[config.mk]
export PLATFORM = sky130hd
export DESIGN_NAME = jpeg_huffman_table_load_and_decode_core
export DESIGN_NICKNAME = d
export VERILOG_FILES = /design/src/design/jhd_pkg.sv /design/src/design/jhd_ram.sv /design/src/design/jhd_loader.sv /design/src/design/jhd_bit_decoder.sv /design/src/design/jpeg_huffman_table_load_and_decode_core.sv
export SDC_FILE = /design/constraint.sdc
export NUM_CORES = 2
export LEC_CHECK = 0
export BUFFER_PORTS_ARGS = -buffer_cell sky130_fd_sc_hd__clkbuf_2
export CORE_UTILIZATION = 62
export DETAILED_ROUTE_END_ITERATION = 6
export PLACE_DENSITY = 0.76
export SETUP_SLACK_MARGIN = 0.2
export SYNTH_ARGS = -nofsm -noshare
export SYNTH_HDL_FRONTEND = slang
export SYNTH_SLANG_ARGS = --single-unit
[constraint.sdc]
create_clock -name clock -period 20.7 [get_ports clock]
set_input_delay 1.035 -clock clock [delete_from_list [all_inputs] [get_ports clock]]
set_output_delay 1.035 -clock clock [all_outputs]
set_load 0.02 [all_outputs]
[src/design/jhd_pkg.sv]
`timescale 1ns / 1ps
// ============================================================================
// JPEG Huffman decoder package
// Shared types and constants for the table loader, the bit decoder and the
// top level.
// ============================================================================
package jhd_pkg;

   // Default sizing.
   localparam int MaxCodeLength = 16;
   localparam int SymbolDepth   = 256;

   // Number of code-length counts in a table definition.
   localparam int CountEntries  = 16;

   // Opcodes of an input beat.
   localparam logic OP_TABLE = 1'b0;
   localparam logic OP_BIT   = 1'b1;

   // Table classes.
   localparam logic CLASS_DC = 1'b0;
   localparam logic CLASS_AC = 1'b1;

   // Largest legal class nibble and largest DC category.
   localparam logic [3:0] ClassMaxCode  = 4'd1;
   localparam logic [7:0] DcMaxCategory = 8'd15;

   // AC symbol that means end of block.
   localparam logic [7:0] SymEob = 8'h00;

   typedef enum logic [2:0] {
      ST_COEF   = 3'd0,
      ST_EOB    = 3'd1,
      ST_DECERR = 3'd2,
      ST_TABERR = 3'd3,
      ST_READY  = 3'd4
   } status_type;

   typedef struct packed {
      logic       opcode;
      logic [7:0] table_byte;
      logic       table_last;
      logic       coded_bit;
   } req_item_type;

   typedef struct packed {
      status_type         status;
      logic [3:0]         zero_run;
      logic signed [15:0] coefficient;
   } rsp_item_type;

   // A result produced by one of the processing units.
   typedef struct packed {
      logic         valid;
      rsp_item_type item;
   } result_type;

   // Table state that the loader hands to the decoder.
   typedef struct packed {
      logic valid;
      logic tclass;
   } table_state_type;

   // Length counts as one packed vector, entry i holds codes of length i+1.
   typedef logic [CountEntries-1:0][7:0] counts_type;

endpackage

[src/design/jhd_ram.sv]
`timescale 1ns / 1ps
// ============================================================================
// Generic RAM
// One write port and two read ports with registered read data. A read of the
// address being written returns the new data.
// ============================================================================
module jhd_ram #(
   parameter int WIDTH = 8,
   parameter int DEPTH = 256
) (
   input  logic                     clock,
   input  logic                     wr_en,
   input  logic [$clog2(DEPTH)-1:0] wr_addr,
   input  logic [WIDTH-1:0]         wr_data,
   input  logic [$clog2(DEPTH)-1:0] rd_addr0,
   input  logic [$clog2(DEPTH)-1:0] rd_addr1,
   output logic [WIDTH-1:0]         rd_data0,
   output logic [WIDTH-1:0]         rd_data1
);

   logic [WIDTH-1:0] mem_ff [DEPTH];
   logic [WIDTH-1:0] rd_data0_ff;
   logic [WIDTH-1:0] rd_data1_ff;

   always_ff @(posedge clock) begin
      if (wr_en) begin
         mem_ff[wr_addr] <= wr_data;
      end
      rd_data0_ff <= (wr_en && (wr_addr == rd_addr0)) ? wr_data : mem_ff[rd_addr0];
      rd_data1_ff <= (wr_en && (wr_addr == rd_addr1)) ? wr_data : mem_ff[rd_addr1];
   end

   assign rd_data0 = rd_data0_ff;
   assign rd_data1 = rd_data1_ff;

endmodule

[src/design/jhd_loader.sv]
`timescale 1ns / 1ps
// ============================================================================
// JPEG Huffman table loader
// Walks the class byte, the sixteen length counts and the symbols of one
// table definition, writes the symbol store and reports ready or error.
// ============================================================================
module jhd_loader #(
   parameter int SYMBOL_DEPTH = jhd_pkg::SymbolDepth
) (
   input  logic                            clock,
   input  logic                            reset,
   input  logic                            load_en,
   input  logic [7:0]                      load_byte,
   input  logic                            load_last,
   output jhd_pkg::result_type             load_result,
   output jhd_pkg::table_state_type        table_state,
   output jhd_pkg::counts_type             counts,
   output logic                            ram_wr_en,
   output logic [$clog2(SYMBOL_DEPTH)-1:0] ram_wr_addr,
   output logic [7:0]                      ram_wr_data
);

   localparam int AddrWidth = $clog2(SYMBOL_DEPTH);

   localparam logic [8:0]  PosClass       = 9'd0;
   localparam logic [8:0]  PosFirstCount  = 9'd1;
   localparam logic [8:0]  PosLastCount   = 9'(jhd_pkg::CountEntries);
   localparam logic [8:0]  PosFirstSymbol = 9'(jhd_pkg::CountEntries + 1);
   localparam logic [8:0]  DepthIdx       = 9'(SYMBOL_DEPTH);
   localparam logic [11:0] DepthExp       = 12'(SYMBOL_DEPTH);

   logic [8:0]  pos_ff, pos_in;
   logic [11:0] exp_ff, exp_in;
   logic        class_ff, class_in;
   logic        valid_ff, valid_in;
   jhd_pkg::counts_type counts_ff;

   logic [11:0] exp_sum;
   logic [8:0]  pos_m1;
   logic [8:0]  sym_idx;
   logic [11:0] sym_idx_p1;
   logic        cnt_we;
   logic        fail;
   logic        done;

   assign exp_sum    = exp_ff + {4'b0, load_byte};
   assign pos_m1     = pos_ff - 9'd1;
   assign sym_idx    = pos_ff - PosFirstSymbol;
   assign sym_idx_p1 = {3'b0, sym_idx} + 12'd1;

   always_comb begin
      pos_in      = pos_ff;
      exp_in      = exp_ff;
      class_in    = class_ff;
      valid_in    = valid_ff;
      cnt_we      = 1'b0;
      ram_wr_en   = 1'b0;
      fail        = 1'b0;
      done        = 1'b0;
      load_result = '0;
      if (load_en) begin
         valid_in = 1'b0;
         if (pos_ff == PosClass) begin
            if ((load_byte[7:4] > jhd_pkg::ClassMaxCode) || load_last) begin
               fail = 1'b1;
            end else begin
               class_in = load_byte[4];
               exp_in   = '0;
               pos_in   = PosFirstCount;
            end
         end else if (pos_ff <= PosLastCount) begin
            cnt_we = 1'b1;
            exp_in = exp_sum;
            if (pos_ff < PosLastCount) begin
               if (load_last) begin
                  fail = 1'b1;
               end else begin
                  pos_in = pos_ff + 9'd1;
               end
            end else if (exp_sum > DepthExp) begin
               fail = 1'b1;
            end else if (exp_sum == '0) begin
               done = 1'b1;
            end else if (load_last) begin
               fail = 1'b1;
            end else begin
               pos_in = PosFirstSymbol;
            end
         end else begin
            ram_wr_en = (sym_idx < DepthIdx);
            if (sym_idx_p1 >= exp_ff) begin
               done = 1'b1;
            end else if (load_last) begin
               fail = 1'b1;
            end else begin
               pos_in = pos_ff + 9'd1;
            end
         end
         if (fail) begin
            pos_in                  = PosClass;
            load_result.valid       = 1'b1;
            load_result.item.status = jhd_pkg::ST_TABERR;
         end
         if (done) begin
            pos_in                  = PosClass;
            valid_in                = 1'b1;
            load_result.valid       = 1'b1;
            load_result.item.status = jhd_pkg::ST_READY;
         end
      end
   end

   always_ff @(posedge clock) begin
      if (reset) begin
         pos_ff   <= PosClass;
         exp_ff   <= '0;
         class_ff <= jhd_pkg::CLASS_DC;
         valid_ff <= 1'b0;
      end else begin
         pos_ff   <= pos_in;
         exp_ff   <= exp_in;
         class_ff <= class_in;
         valid_ff <= valid_in;
      end
   end

   always_ff @(posedge clock) begin
      if (cnt_we) begin
         counts_ff[pos_m1[3:0]] <= load_byte;
      end
   end

   assign counts             = counts_ff;
   assign table_state.valid  = valid_ff;
   assign table_state.tclass = class_ff;
   assign ram_wr_addr        = sym_idx[AddrWidth-1:0];
   assign ram_wr_data        = load_byte;

endmodule

[src/design/jhd_bit_decoder.sv]
`timescale 1ns / 1ps
// ============================================================================
// JPEG Huffman bit decoder
// Decodes canonical codes one bit per enabled cycle, then gathers and sign-extends
// the magnitude bits. The symbol store is read ahead for both possible next bits.
// ============================================================================
module jhd_bit_decoder #(
   parameter int MAX_CODE_LENGTH = jhd_pkg::MaxCodeLength,
   parameter int SYMBOL_DEPTH    = jhd_pkg::SymbolDepth
) (
   input  logic                            clock,
   input  logic                            reset,
   input  logic                            clear_en,
   input  logic                            bit_en,
   input  logic                            coded_bit,
   input  jhd_pkg::table_state_type        table_state,
   input  jhd_pkg::counts_type             counts,
   input  logic [7:0]                      rd_data0,
   input  logic [7:0]                      rd_data1,
   output logic [$clog2(SYMBOL_DEPTH)-1:0] rd_addr0,
   output logic [$clog2(SYMBOL_DEPTH)-1:0] rd_addr1,
   output jhd_pkg::result_type             dec_result
);

   localparam int          AddrWidth = $clog2(SYMBOL_DEPTH);
   localparam logic [4:0]  MaxLen    = 5'(MAX_CODE_LENGTH);
   localparam logic [9:0]  DepthIdx  = 10'(SYMBOL_DEPTH);

   logic [15:0] acc_ff, acc_in;
   logic [4:0]  len_ff, len_in;
   logic [16:0] fc_ff, fc_in;
   logic [8:0]  so_ff, so_in;
   logic        mag_phase_ff, mag_phase_in;
   logic [3:0]  left_ff, left_in;
   logic [3:0]  total_ff, total_in;
   logic [15:0] raw_ff, raw_in;
   logic [3:0]  run_ff, run_in;

   logic [15:0] acc_new;
   logic [4:0]  len_new;
   logic [7:0]  cnt;
   logic [16:0] diff;
   logic        match;
   logic [9:0]  idx;
   logic [7:0]  sym;
   logic [15:0] raw_new;
   logic [3:0]  left_new;
   logic [3:0]  t_eff;
   logic [3:0]  sign_pos;
   logic [15:0] mag_mask;
   logic [15:0] mag_value;
   logic        do_clear;
   logic        start_mag;
   logic [3:0]  start_size;
   logic [3:0]  start_run;

   assign acc_new = {acc_ff[14:0], coded_bit};
   assign len_new = len_ff + 5'd1;
   assign cnt     = counts[len_ff[3:0]];
   assign diff    = {1'b0, acc_new} - fc_ff;
   assign match   = ({1'b0, acc_new} >= fc_ff) && (diff < {9'b0, cnt});
   assign idx     = {1'b0, so_ff} + {2'b0, diff[7:0]};
   assign sym     = coded_bit ? rd_data1 : rd_data0;

   // Magnitude: a leading zero bit marks a negative value.
   assign raw_new   = {raw_ff[14:0], coded_bit};
   assign left_new  = left_ff - 4'd1;
   assign t_eff     = (total_ff == '0) ? 4'd1 : total_ff;
   assign sign_pos  = t_eff - 4'd1;
   assign mag_mask  = (16'd1 << t_eff) - 16'd1;
   assign mag_value = raw_new[sign_pos] ? raw_new : (raw_new - mag_mask);

   always_comb begin
      acc_in       = acc_ff;
      len_in       = len_ff;
      fc_in        = fc_ff;
      so_in        = so_ff;
      mag_phase_in = mag_phase_ff;
      left_in      = left_ff;
      total_in     = total_ff;
      raw_in       = raw_ff;
      run_in       = run_ff;
      do_clear     = 1'b0;
      start_mag    = 1'b0;
      start_size   = sym[3:0];
      start_run    = '0;
      dec_result   = '0;

      if (clear_en) begin
         do_clear = 1'b1;
      end else if (bit_en) begin
         if (!table_state.valid) begin
            dec_result.valid       = 1'b1;
            dec_result.item.status = jhd_pkg::ST_DECERR;
         end else if (mag_phase_ff) begin
            raw_in  = raw_new;
            left_in = left_new;
            if (left_new == '0) begin
               do_clear                    = 1'b1;
               dec_result.valid            = 1'b1;
               dec_result.item.status      = jhd_pkg::ST_COEF;
               dec_result.item.zero_run    = run_ff;
               dec_result.item.coefficient = mag_value;
            end
         end else if (match) begin
            do_clear = 1'b1;
            if (idx >= DepthIdx) begin
               dec_result.valid       = 1'b1;
               dec_result.item.status = jhd_pkg::ST_DECERR;
            end else if (table_state.tclass == jhd_pkg::CLASS_DC) begin
               if (sym > jhd_pkg::DcMaxCategory) begin
                  dec_result.valid       = 1'b1;
                  dec_result.item.status = jhd_pkg::ST_DECERR;
               end else if (sym[3:0] == '0) begin
                  dec_result.valid       = 1'b1;
                  dec_result.item.status = jhd_pkg::ST_COEF;
               end else begin
                  start_mag = 1'b1;
               end
            end else begin
               start_run = sym[7:4];
               if (sym == jhd_pkg::SymEob) begin
                  dec_result.valid       = 1'b1;
                  dec_result.item.status = jhd_pkg::ST_EOB;
               end else if (sym[3:0] == '0) begin
                  dec_result.valid         = 1'b1;
                  dec_result.item.status   = jhd_pkg::ST_COEF;
                  dec_result.item.zero_run = sym[7:4];
               end else begin
                  start_mag = 1'b1;
               end
            end
         end else if (len_new >= MaxLen) begin
            do_clear               = 1'b1;
            dec_result.valid       = 1'b1;
            dec_result.item.status = jhd_pkg::ST_DECERR;
         end else begin
            acc_in = acc_new;
            len_in = len_new;
            fc_in  = (fc_ff + {9'b0, cnt}) << 1;
            so_in  = so_ff + {1'b0, cnt};
         end
      end

      if (do_clear) begin
         acc_in       = '0;
         len_in       = '0;
         fc_in        = '0;
         so_in        = '0;
         mag_phase_in = 1'b0;
         left_in      = '0;
         total_in     = '0;
         raw_in       = '0;
         run_in       = '0;
      end
      if (start_mag) begin
         mag_phase_in = 1'b1;
         total_in     = start_size;
         left_in      = start_size;
         run_in       = start_run;
      end
   end

   // Read ahead: the next bit picks the entry at this address or the one after.
   assign rd_addr0 = so_in[AddrWidth-1:0] + {acc_in[AddrWidth-2:0], 1'b0}
                     - fc_in[AddrWidth-1:0];
   assign rd_addr1 = rd_addr0 + AddrWidth'(1);

   always_ff @(posedge clock) begin
      if (reset) begin
         acc_ff       <= '0;
         len_ff       <= '0;
         fc_ff        <= '0;
         so_ff        <= '0;
         mag_phase_ff <= 1'b0;
         left_ff      <= '0;
         total_ff     <= '0;
         raw_ff       <= '0;
         run_ff       <= '0;
      end else begin
         acc_ff       <= acc_in;
         len_ff       <= len_in;
         fc_ff        <= fc_in;
         so_ff        <= so_in;
         mag_phase_ff <= mag_phase_in;
         left_ff      <= left_in;
         total_ff     <= total_in;
         raw_ff       <= raw_in;
         run_ff       <= run_in;
      end
   end

endmodule

[src/design/jpeg_huffman_table_load_and_decode_core.sv]
`timescale 1ns / 1ps
// An accepted input beat waits in the input register, and its result beat, if any,
// is then offered from the result register. Throughput: one input beat per cycle,
// table bytes and coded bits alike, while no result waits with rsp_ready low; the
// symbol store is read ahead for both values of the next bit.
// Reset clears the decoder and the table valid flag; no table is valid until one loads.
// ============================================================================
// JPEG Huffman table load and decode core
// Loads one table in DHT layout and decodes a coded bit stream against it.
// ============================================================================
module jpeg_huffman_table_load_and_decode_core #(
   parameter int MAX_CODE_LENGTH = jhd_pkg::MaxCodeLength,
   parameter int SYMBOL_DEPTH    = jhd_pkg::SymbolDepth
) (
   input  logic                  clock,
   input  logic                  reset,
   input  logic                  req_valid,
   output logic                  req_ready,
   input  jhd_pkg::req_item_type req_item,
   output logic                  rsp_valid,
   input  logic                  rsp_ready,
   output jhd_pkg::rsp_item_type rsp_item
);

   localparam int AddrWidth = $clog2(SYMBOL_DEPTH);

   // Input register: one beat waiting to be processed.
   logic                  in_valid_ff, in_valid_in;
   jhd_pkg::req_item_type in_item_ff;

   // Result register.
   logic                  rsp_valid_ff, rsp_valid_in;
   jhd_pkg::rsp_item_type rsp_item_ff;

   logic advance;
   logic fire;
   logic fire_table;
   logic fire_bit;

   jhd_pkg::result_type      load_result;
   jhd_pkg::result_type      dec_result;
   jhd_pkg::result_type      proc_result;
   jhd_pkg::table_state_type table_state;
   jhd_pkg::counts_type      counts;

   logic                 ram_wr_en;
   logic [AddrWidth-1:0] ram_wr_addr;
   logic [7:0]           ram_wr_data;
   logic [AddrWidth-1:0] rd_addr0;
   logic [AddrWidth-1:0] rd_addr1;
   logic [7:0]           rd_data0;
   logic [7:0]           rd_data1;

   // The held beat moves on whenever the result register is free or drains
   // this cycle; a result that waits with rsp_ready low holds back a new beat.
   assign advance    = !rsp_valid_ff || rsp_ready;
   assign fire       = in_valid_ff && advance;
   assign fire_table = fire && (in_item_ff.opcode == jhd_pkg::OP_TABLE);
   assign fire_bit   = fire && (in_item_ff.opcode == jhd_pkg::OP_BIT);
   assign req_ready  = !in_valid_ff || advance;

   always_comb begin
      in_valid_in = in_valid_ff;
      if (req_valid && req_ready) begin
         in_valid_in = 1'b1;
      end else if (fire) begin
         in_valid_in = 1'b0;
      end
   end

   always_ff @(posedge clock) begin
      if (reset) begin
         in_valid_ff <= 1'b0;
      end else begin
         in_valid_ff <= in_valid_in;
      end
   end

   always_ff @(posedge clock) begin
      if (req_valid && req_ready) begin
         in_item_ff <= req_item;
      end
   end

   jhd_loader #(
      .SYMBOL_DEPTH(SYMBOL_DEPTH)
   ) u_loader (
      .clock       (clock),
      .reset       (reset),
      .load_en     (fire_table),
      .load_byte   (in_item_ff.table_byte),
      .load_last   (in_item_ff.table_last),
      .load_result (load_result),
      .table_state (table_state),
      .counts      (counts),
      .ram_wr_en   (ram_wr_en),
      .ram_wr_addr (ram_wr_addr),
      .ram_wr_data (ram_wr_data)
   );

   // Symbol store. Entries are only read after the current load wrote them.
   jhd_ram #(
      .WIDTH(8),
      .DEPTH(SYMBOL_DEPTH)
   ) u_symbol_ram (
      .clock    (clock),
      .wr_en    (ram_wr_en),
      .wr_addr  (ram_wr_addr),
      .wr_data  (ram_wr_data),
      .rd_addr0 (rd_addr0),
      .rd_addr1 (rd_addr1),
      .rd_data0 (rd_data0),
      .rd_data1 (rd_data1)
   );

   // Any table byte discards a partial decode.
   jhd_bit_decoder #(
      .MAX_CODE_LENGTH(MAX_CODE_LENGTH),
      .SYMBOL_DEPTH   (SYMBOL_DEPTH)
   ) u_decoder (
      .clock       (clock),
      .reset       (reset),
      .clear_en    (fire_table),
      .bit_en      (fire_bit),
      .coded_bit   (in_item_ff.coded_bit),
      .table_state (table_state),
      .counts      (counts),
      .rd_data0    (rd_data0),
      .rd_data1    (rd_data1),
      .rd_addr0    (rd_addr0),
      .rd_addr1    (rd_addr1),
      .dec_result  (dec_result)
   );

   // Only one unit works on a given beat, chosen by its opcode.
   assign proc_result = (in_item_ff.opcode == jhd_pkg::OP_TABLE) ? load_result : dec_result;

   assign rsp_valid_in = advance ? (fire && proc_result.valid) : rsp_valid_ff;

   always_ff @(posedge clock) begin
      if (reset) begin
         rsp_valid_ff <= 1'b0;
      end else begin
         rsp_valid_ff <= rsp_valid_in;
      end
   end

   always_ff @(posedge clock) begin
      if (fire && proc_result.valid) begin
         rsp_item_ff <= proc_result.item;
      end
   end

   assign rsp_valid = rsp_valid_ff;
   assign rsp_item  = rsp_item_ff;

   // Only coefficient beats carry a run or a value.
   a_zero_fields : assert property (@(posedge clock) disable iff (reset)
      rsp_valid |-> ((rsp_item.status == jhd_pkg::ST_COEF) ||
                     ((rsp_item.zero_run == '0) && (rsp_item.coefficient == '0))))
      else $error("non-coefficient result carries run or value");

   // A coded bit with no loaded table is reported as a decode error.
   a_no_table : assert property (@(posedge clock) disable iff (reset)
      (fire_bit && !table_state.valid) |=>
         (rsp_valid && (rsp_item.status == jhd_pkg::ST_DECERR)))
      else $error("bit without table not flagged");

   // A held beat is neither lost nor overwritten while the output stalls.
   a_hold_input : assert property (@(posedge clock) disable iff (reset)
      (in_valid_ff && !advance) |=> (in_valid_ff && $stable(in_item_ff)))
      else $error("held input beat lost");

   // End of block only comes from an AC table.
   a_eob_ac : assert property (@(posedge clock) disable iff (reset)
      (fire_bit && dec_result.valid && (dec_result.item.status == jhd_pkg::ST_EOB))
         |-> (table_state.tclass == jhd_pkg::CLASS_AC))
      else $error("end of block from a DC table");

endmodule

# After elaboration in Yosys (flattened, before gate mapping)
# Memories as Yosys holds them, arrays and structs flattened. A register that Yosys moved wholly into a read port is not among the register bits.
# Index checks and enable logic that the tools add are counted.
[word_totals]
ff_bits = 261
latchBits = 0
mem_bits_rw = 2048
rom_bits = 0
inputBits = 15
wordCells = 254
mem_count = 1
[op_classes]
addsub = 17
n_mul = 0
n_div = 0
order_cmp = 15
eq_ne = 7
shift = 1
muxes = 130
n_bitwise = 9
n_reduce_logical = 33
[memory_table]
columns = ["name", "depth", "word_bits", "read_ports", "rd_clocked_by_memory_dff", "wr", "line", "rtl"]
rows = [
  ["u_symbol_ram.mem_ff", 256, 8, 2, 2, 1, "jhd_ram.sv:21", "logic [WIDTH-1:0] mem_ff [DEPTH];"],
]
[op_table]
columns = ["operator", "count"]
rows = [
  ["two-way mux 8 bit", 19],
  ["bitwise mux 128 bit", 1],
  ["two-way mux 4 bit", 32],
  ["two-way mux 9 bit", 11],
  ["two-way mux 24 bit", 4],
  ["two-way mux 7 bit", 7],
  ["two-way mux 1 bit", 47],
  ["two-way mux 12 bit", 3],
  ["binary-select mux 8 bit (select 4 bit)", 1],
  ["demux 8 bit (select 4 bit)", 1],
  ["two-way mux 16 bit", 2],
  ["two-way mux 20 bit", 1],
  ["!= test 6 x 5 -> 1 bit, second input constant", 3],
  ["greater-or-equal comparator 16 x 17 -> 1 bit", 1],
  ["less-than comparator 17 x 8 -> 1 bit", 1],
  ["subtractor 16 x 17 -> 17 bit", 1],
  ["adder 16 x 8 -> 16 bit", 1],
  ["<< shifter 1 x 4 -> 16 bit, first input constant", 1],
  ["subtractor 16 x 1 -> 16 bit, second input constant", 1],
  ["subtractor 16 bit", 1],
  ["less-than comparator 4 x 5 -> 1 bit, second input constant", 3],
  ["adder 12 x 8 -> 12 bit", 1],
  ["greater-or-equal comparator 12 bit", 1],
  ["greater-than comparator 12 x 9 -> 1 bit, second input constant", 1],
  ["other kinds (39)", 67],
]

# Depth between registers and ports, before layout
[logic_depth]
ltp_word = 13
ltp_mapped = 30
ltp_nobuf = 28

# By module
# From an unflattened synthesis, not the netlist that was laid out.
[unflattened]
hier_cells = 6393
hier_area_um2 = 113102.2
[modules_own_cells]
columns = ["module", "n_inst", "cells_each", "area_per_inst_um2", "seq_area_each_um2"]
rows = [
  ["jhd_ram", 1, 4847, 96973.0, 61819.3],
  ["jhd_bit_decoder", 1, 991, 8090.3, 1481.4],
  ["jhd_loader", 1, 481, 6520.0, 4304.1],
  ["jpeg_huffman_table_load_and_decode_core", 1, 74, 1519.0, 1061.0],
]

# Worst setup path before layout
# Ideal clock, no wire load.
[synth_path]
kind = "reg2reg"
start = "register in_item_ff[2] (netlist bit)"
end = "register rsp_item_ff, in the netlist rsp_item[0] (enable)"
setup_ns = 0.419
arrival_ns = 6.704
t_required_ns = 20.281
setup_slack_ns = 13.577
stages_incl_launch_ff = 15
n_path_buf = 0
cell_sequence = "edfxtp_1 > ha_1 > inv_1 > fa_1 > nor2b_1 > o21a_1 > nor2_1 > xnor2_1 > or4_1 > nor4_1 > xnor2_1 > o31ai_1 > nand2_1 > nand2_1 > nand2_1"
[synth_between]
elab_chain_len = 13
elab_cells_between_ends = 20
cone_classes = "add/sub (1); order compare (1); mux (16); reduce/logical (2)"
[synth_rtl]
columns = ["item", "line", "rtl"]
rows = [
  ["start: declaration", "jpeg_huffman_table_load_and_decode_core.sv:29", "jhd_pkg::req_item_type in_item_ff;"],
  ["start signal: assignment", "jpeg_huffman_table_load_and_decode_core.sv:81", "in_item_ff <= req_item;"],
  ["adder 12 x 8 -> 12 bit (*)", "jhd_loader.sv:46", "assign exp_sum = exp_ff + {4'b0, load_byte};"],
  ["parallel branches: the longest is 8 deep, another holds greater-than comparator 12 x 9 -> 1 bit", "-", ""],
  ["two-way mux 4 bit (*)", "jhd_loader.sv:104", "if (done) begin"],
  ["two-way mux 4 bit (*)", "jhd_loader.sv:61", "if (load_en) begin"],
  ["two-way mux 24 bit (*)", "jpeg_huffman_table_load_and_decode_core.sv:136", "assign proc_result = (in_item_ff.opcode == jhd_pkg::OP_TABLE) ? load_result : dec_result;"],
  ["logical AND 1 bit (*)", "jpeg_huffman_table_load_and_decode_core.sv:149", "if (fire && proc_result.valid) begin"],
  ["end signal: assignment", "jpeg_huffman_table_load_and_decode_core.sv:150", "rsp_item_ff <= proc_result.item;"],
  ["end: declaration", "jpeg_huffman_table_load_and_decode_core.sv:33", "jhd_pkg::rsp_item_type rsp_item_ff;"],
]
# Every way passes the cells marked *. The select of a mux whose other input is x is not followed.
# A chain may end at the register's enable or synchronous reset.

==> results_dict.tcl <==
set metrics [dict create \
    yosys_warnings 0 \
    fill_cells 11300 \
    worst-path-buf-inv 3 \
    syn_nets 6539 \
    cpPeakStageDelay_ns 0.88 \
    yosysTopAreaCell "edfxtp_1" \
    root_buffer "clkbuf_16" \
    insertion_delay_ns 0.91 \
    dieArea_mm2 0.181 \
    cts_buffers 230 \
    dieWidth_um 426 \
    rsz0062_at_grt "no" \
    postSynth.asyncResetShare 0 \
    start_util 0.624 \
    synthFlopType "edfxtp_1" \
    ys_seq_area_frac 0.617 \
    endpoint_kind "flop" \
    worstSetupStartpointType "flop" \
    htreeDepth 4 \
    status "finished with violations" \
    grt_max_degree 210 \
    ios 40 \
    grt_pass1_vias 67400 \
    syn2layout_area_growth_pct 8.72 \
    crit_required_ns 21.19 \
    post_cts_resized 0 \
    slew_viol_final 5 \
    post_cts_buffers 0 \
    clock.fmax_mhz 123 \
    avgSynthCellArea_um2 17.4 \
    antenna_found_initial 16 \
    crit_fanout 58 \
    syn_area_mm2 0.111 \
    relSlewSlack -0.0960 \
    fp.dieH_um 426 \
    cts_tree "done" \
    synth_top_cells_by_area "edfxtp_1, mux4_2, mux2i_1" \
    clock_path_buffers 3 \
    multi_input_area_mm2 0.0398 \
    wl_mm 350 \
    drive_gt1_frac 0.254 \
    fin_util 0.679 \
    fin_setup_tns_ns 0 \
    final_nets 6491 \
    core-area_mm2 0.178 \
    yosysUniqueCellTypes 90 \
    gp_congestion 1.03 \
    drv_cap 2 \
    crit_path_cell_trace "buf_4 > buf_4 > buf_4 > mux4_2 > a22o_1 > a221oi_2 > o22ai_1 > o41ai_2 > nand4b_1 > nor4_4 > o41ai_2 > nand2_1" \
    grt_pass1_wl_mm 492 \
    power_density_mw_per_mm2 78.8 \
    hold_ws_ns 0.328 \
    clock_skew_ns 0.0503 \
    regArea_mm2 0.0687 \
    hold_viol 0 \
    p_leak_nw 37.7 \
    cpMostUsedCell "buf_4" \
    via_per_inst 7.83 \
    io_buffer_count 39 \
    drt-wirelength-per-cell_um 39.2 \
    clock_sinks 2325 \
    synth_edf_count 2210 \
    drt_iter0_markers 12900 \
    crit_family "buffers and inverters" \
    crit_arrival_ns 8.60 \
    setup_violations 0 \
    gr-total-overflow 0 \
    ctsHoldBuffers 0 \
    synthCells 6402 \
    dr.pass1.iters 7 \
    worstMarginPinSlew_ns 1.63 \
    dp_hpwl_mm 219 \
    grt_usage 0.388 \
    finalCritPeriodShare 0.392 \
    postRouteAntennaNets 0 \
    rows 155 \
    drc 19 \
    vias 69900 \
    critPathSlowestCell "dfxtp_4" \
    ir_drop_v 0.0000881 \
    netlist.area_leader.share 0.596 \
    violations "design-rule violations, max-capacitance violations, max-slew violations" \
    ys_ff_latch 2325 \
    min_path_type "in -> reg" \
    path_class "reg -> reg" \
    min_from "req_item[7]" \
    period_needed_ns 8.12 \
    clkSlewWorstSetupHoldPaths_ns 0.06 \
]
-- cell families after synthesis --
logic type | Yosys count | share of synthesized area
mux | 1320 | 0.235
compound gates | 862 | 0.0544
other cells | 1 | 0.0000337
xor+xnor | 84 | 0.00661
simple gates | 1130 | 0.0464
fa+ha+maj | 122 | 0.0145
buf+inv | 558 | 0.0267
flops | 2325 | 0.617
-- final cells by class --
cell class | count | area share
well taps | 2355 | 0.0243
clock inverters | 150 | 0.0134
repair buffers | 192 | 0.0128
flip-flops and latches | 2325 | 0.567
inverters | 86 | 0.00267
diodes | 21 | 0.000434
multi-input cells | 3519 | 0.329
clock buffers | 279 | 0.0497
-- routing by layer --
layer | track usage | share of wire | up-vias
met2 | 0.554 | 0.44 | 6645
met1 | 0.502 | 0.33 | 35300
met4 | 0.226 | 0.068 | 18
met5 | 0.00688 | 0.00098 | -
li1 | - | - | 26600
met3 | 0.159 | 0.16 | 1339
-- power breakdown --
part | leakage [nW] | total, mW | internal, mW | switching, mW
sequential | 20.8 | 5.15 | 5.15 | 0.00226
combinational | 13.2 | 0.115 | 0.0146 | 0.0999
clock | 3.70 | 4.27 | 2.40 | 1.87
-- sequential cells by signal (all words and copies together) (netlist names), named ones only --
name	count
u_loader.exp_ff	12
u_decoder.left_ff	4
u_loader.counts	128
in_valid_ff	1
u_decoder.run_ff	4
u_decoder.raw_ff	15
u_decoder.so_ff	9
u_loader.class_ff	1
u_symbol_ram.mem_ff	2048
rsp_item	23
u_loader.pos_ff	9
u_decoder.len_ff	5
u_decoder.total_ff	4
u_loader.valid_ff	1
u_decoder.fc_ff	17
in_item_ff	11
u_decoder.mag_phase_ff	1
u_decoder.acc_ff	15
rsp_valid	1
-- cells in the final DEF (no fill, tap or decap), types with 25 or more instances in the layout --
master / count
clkinv_1: 52
a21oi_1: 189
nor2_1: 465
a211oi_1: 52
buf_4: 135
edfxtp_1: 2210
o22ai_1: 54
a221oi_1: 66
a22oi_1: 178
xnor2_1: 61
nand3_1: 99
mux2i_1: 247
mux4_1: 25
and3_1: 40
mux4_2: 994
o21ai_0: 68
clkbuf_2: 39
ha_1: 110
nand2_1: 251
clkbuf_1: 41
nand2b_1: 30
bufinv_16: 26
inv_1: 83
or2_2: 25
mux2_2: 53
a21o_1: 31
dfxtp_1: 103
a22o_1: 50
clkinv_2: 40
nor2b_1: 49
nor3_1: 51
clkbuf_16: 230
-- worst paths after layout --
kind / end / slack [ns] / depth (start not counted)
max reg2reg: rsp_item[7] / 12.58 / 12
min: in_item_ff[7] / 0.33 / 1
max: rsp_item[7] / 12.58 / 12
min reg2reg: u_decoder.raw_ff[14] / 0.47 / 2
-- Yosys cell counts, drive strengths merged, types with 24 or more instances --
master / n
a21oi: 189
nand2b: 32
nand3: 105
mux2i: 247
xnor2: 61
nor3: 51
a211oi: 54
a31oi: 24
nor2: 470
clkbuf: 219
o211ai: 24
dfxtp: 115
a22oi: 178
ha: 110
or2: 25
buf: 252
o21ai: 72
a21o: 31
mux2: 53
a22o: 50
mux4: 1020
inv: 86
and3: 40
o22ai: 54
edfxtp: 2210
a221oi: 70
nor2b: 57
nand2: 251
-- through the flow --
| stage | cell area, um^2 | power (mW) | cells | setup WS, ns |
|---|---|---|---|---|
| final | 121000 | 9.53 | 8927 | 12.58 |
| after global routing | 121000 | 9.70 | 8907 | 12.62 |
| after CTS | 121000 | 9.52 | 8906 | 13.00 |
| after detailed placement | 113000 | 5.36 | 8477 | 13.06 |
| after global placement | 113000 | 5.36 | 8476 | 12.93 |
| after floorplan | 111000 | 5.33 | 6402 | 13.58 |
(Power assumes the default switching activity.)
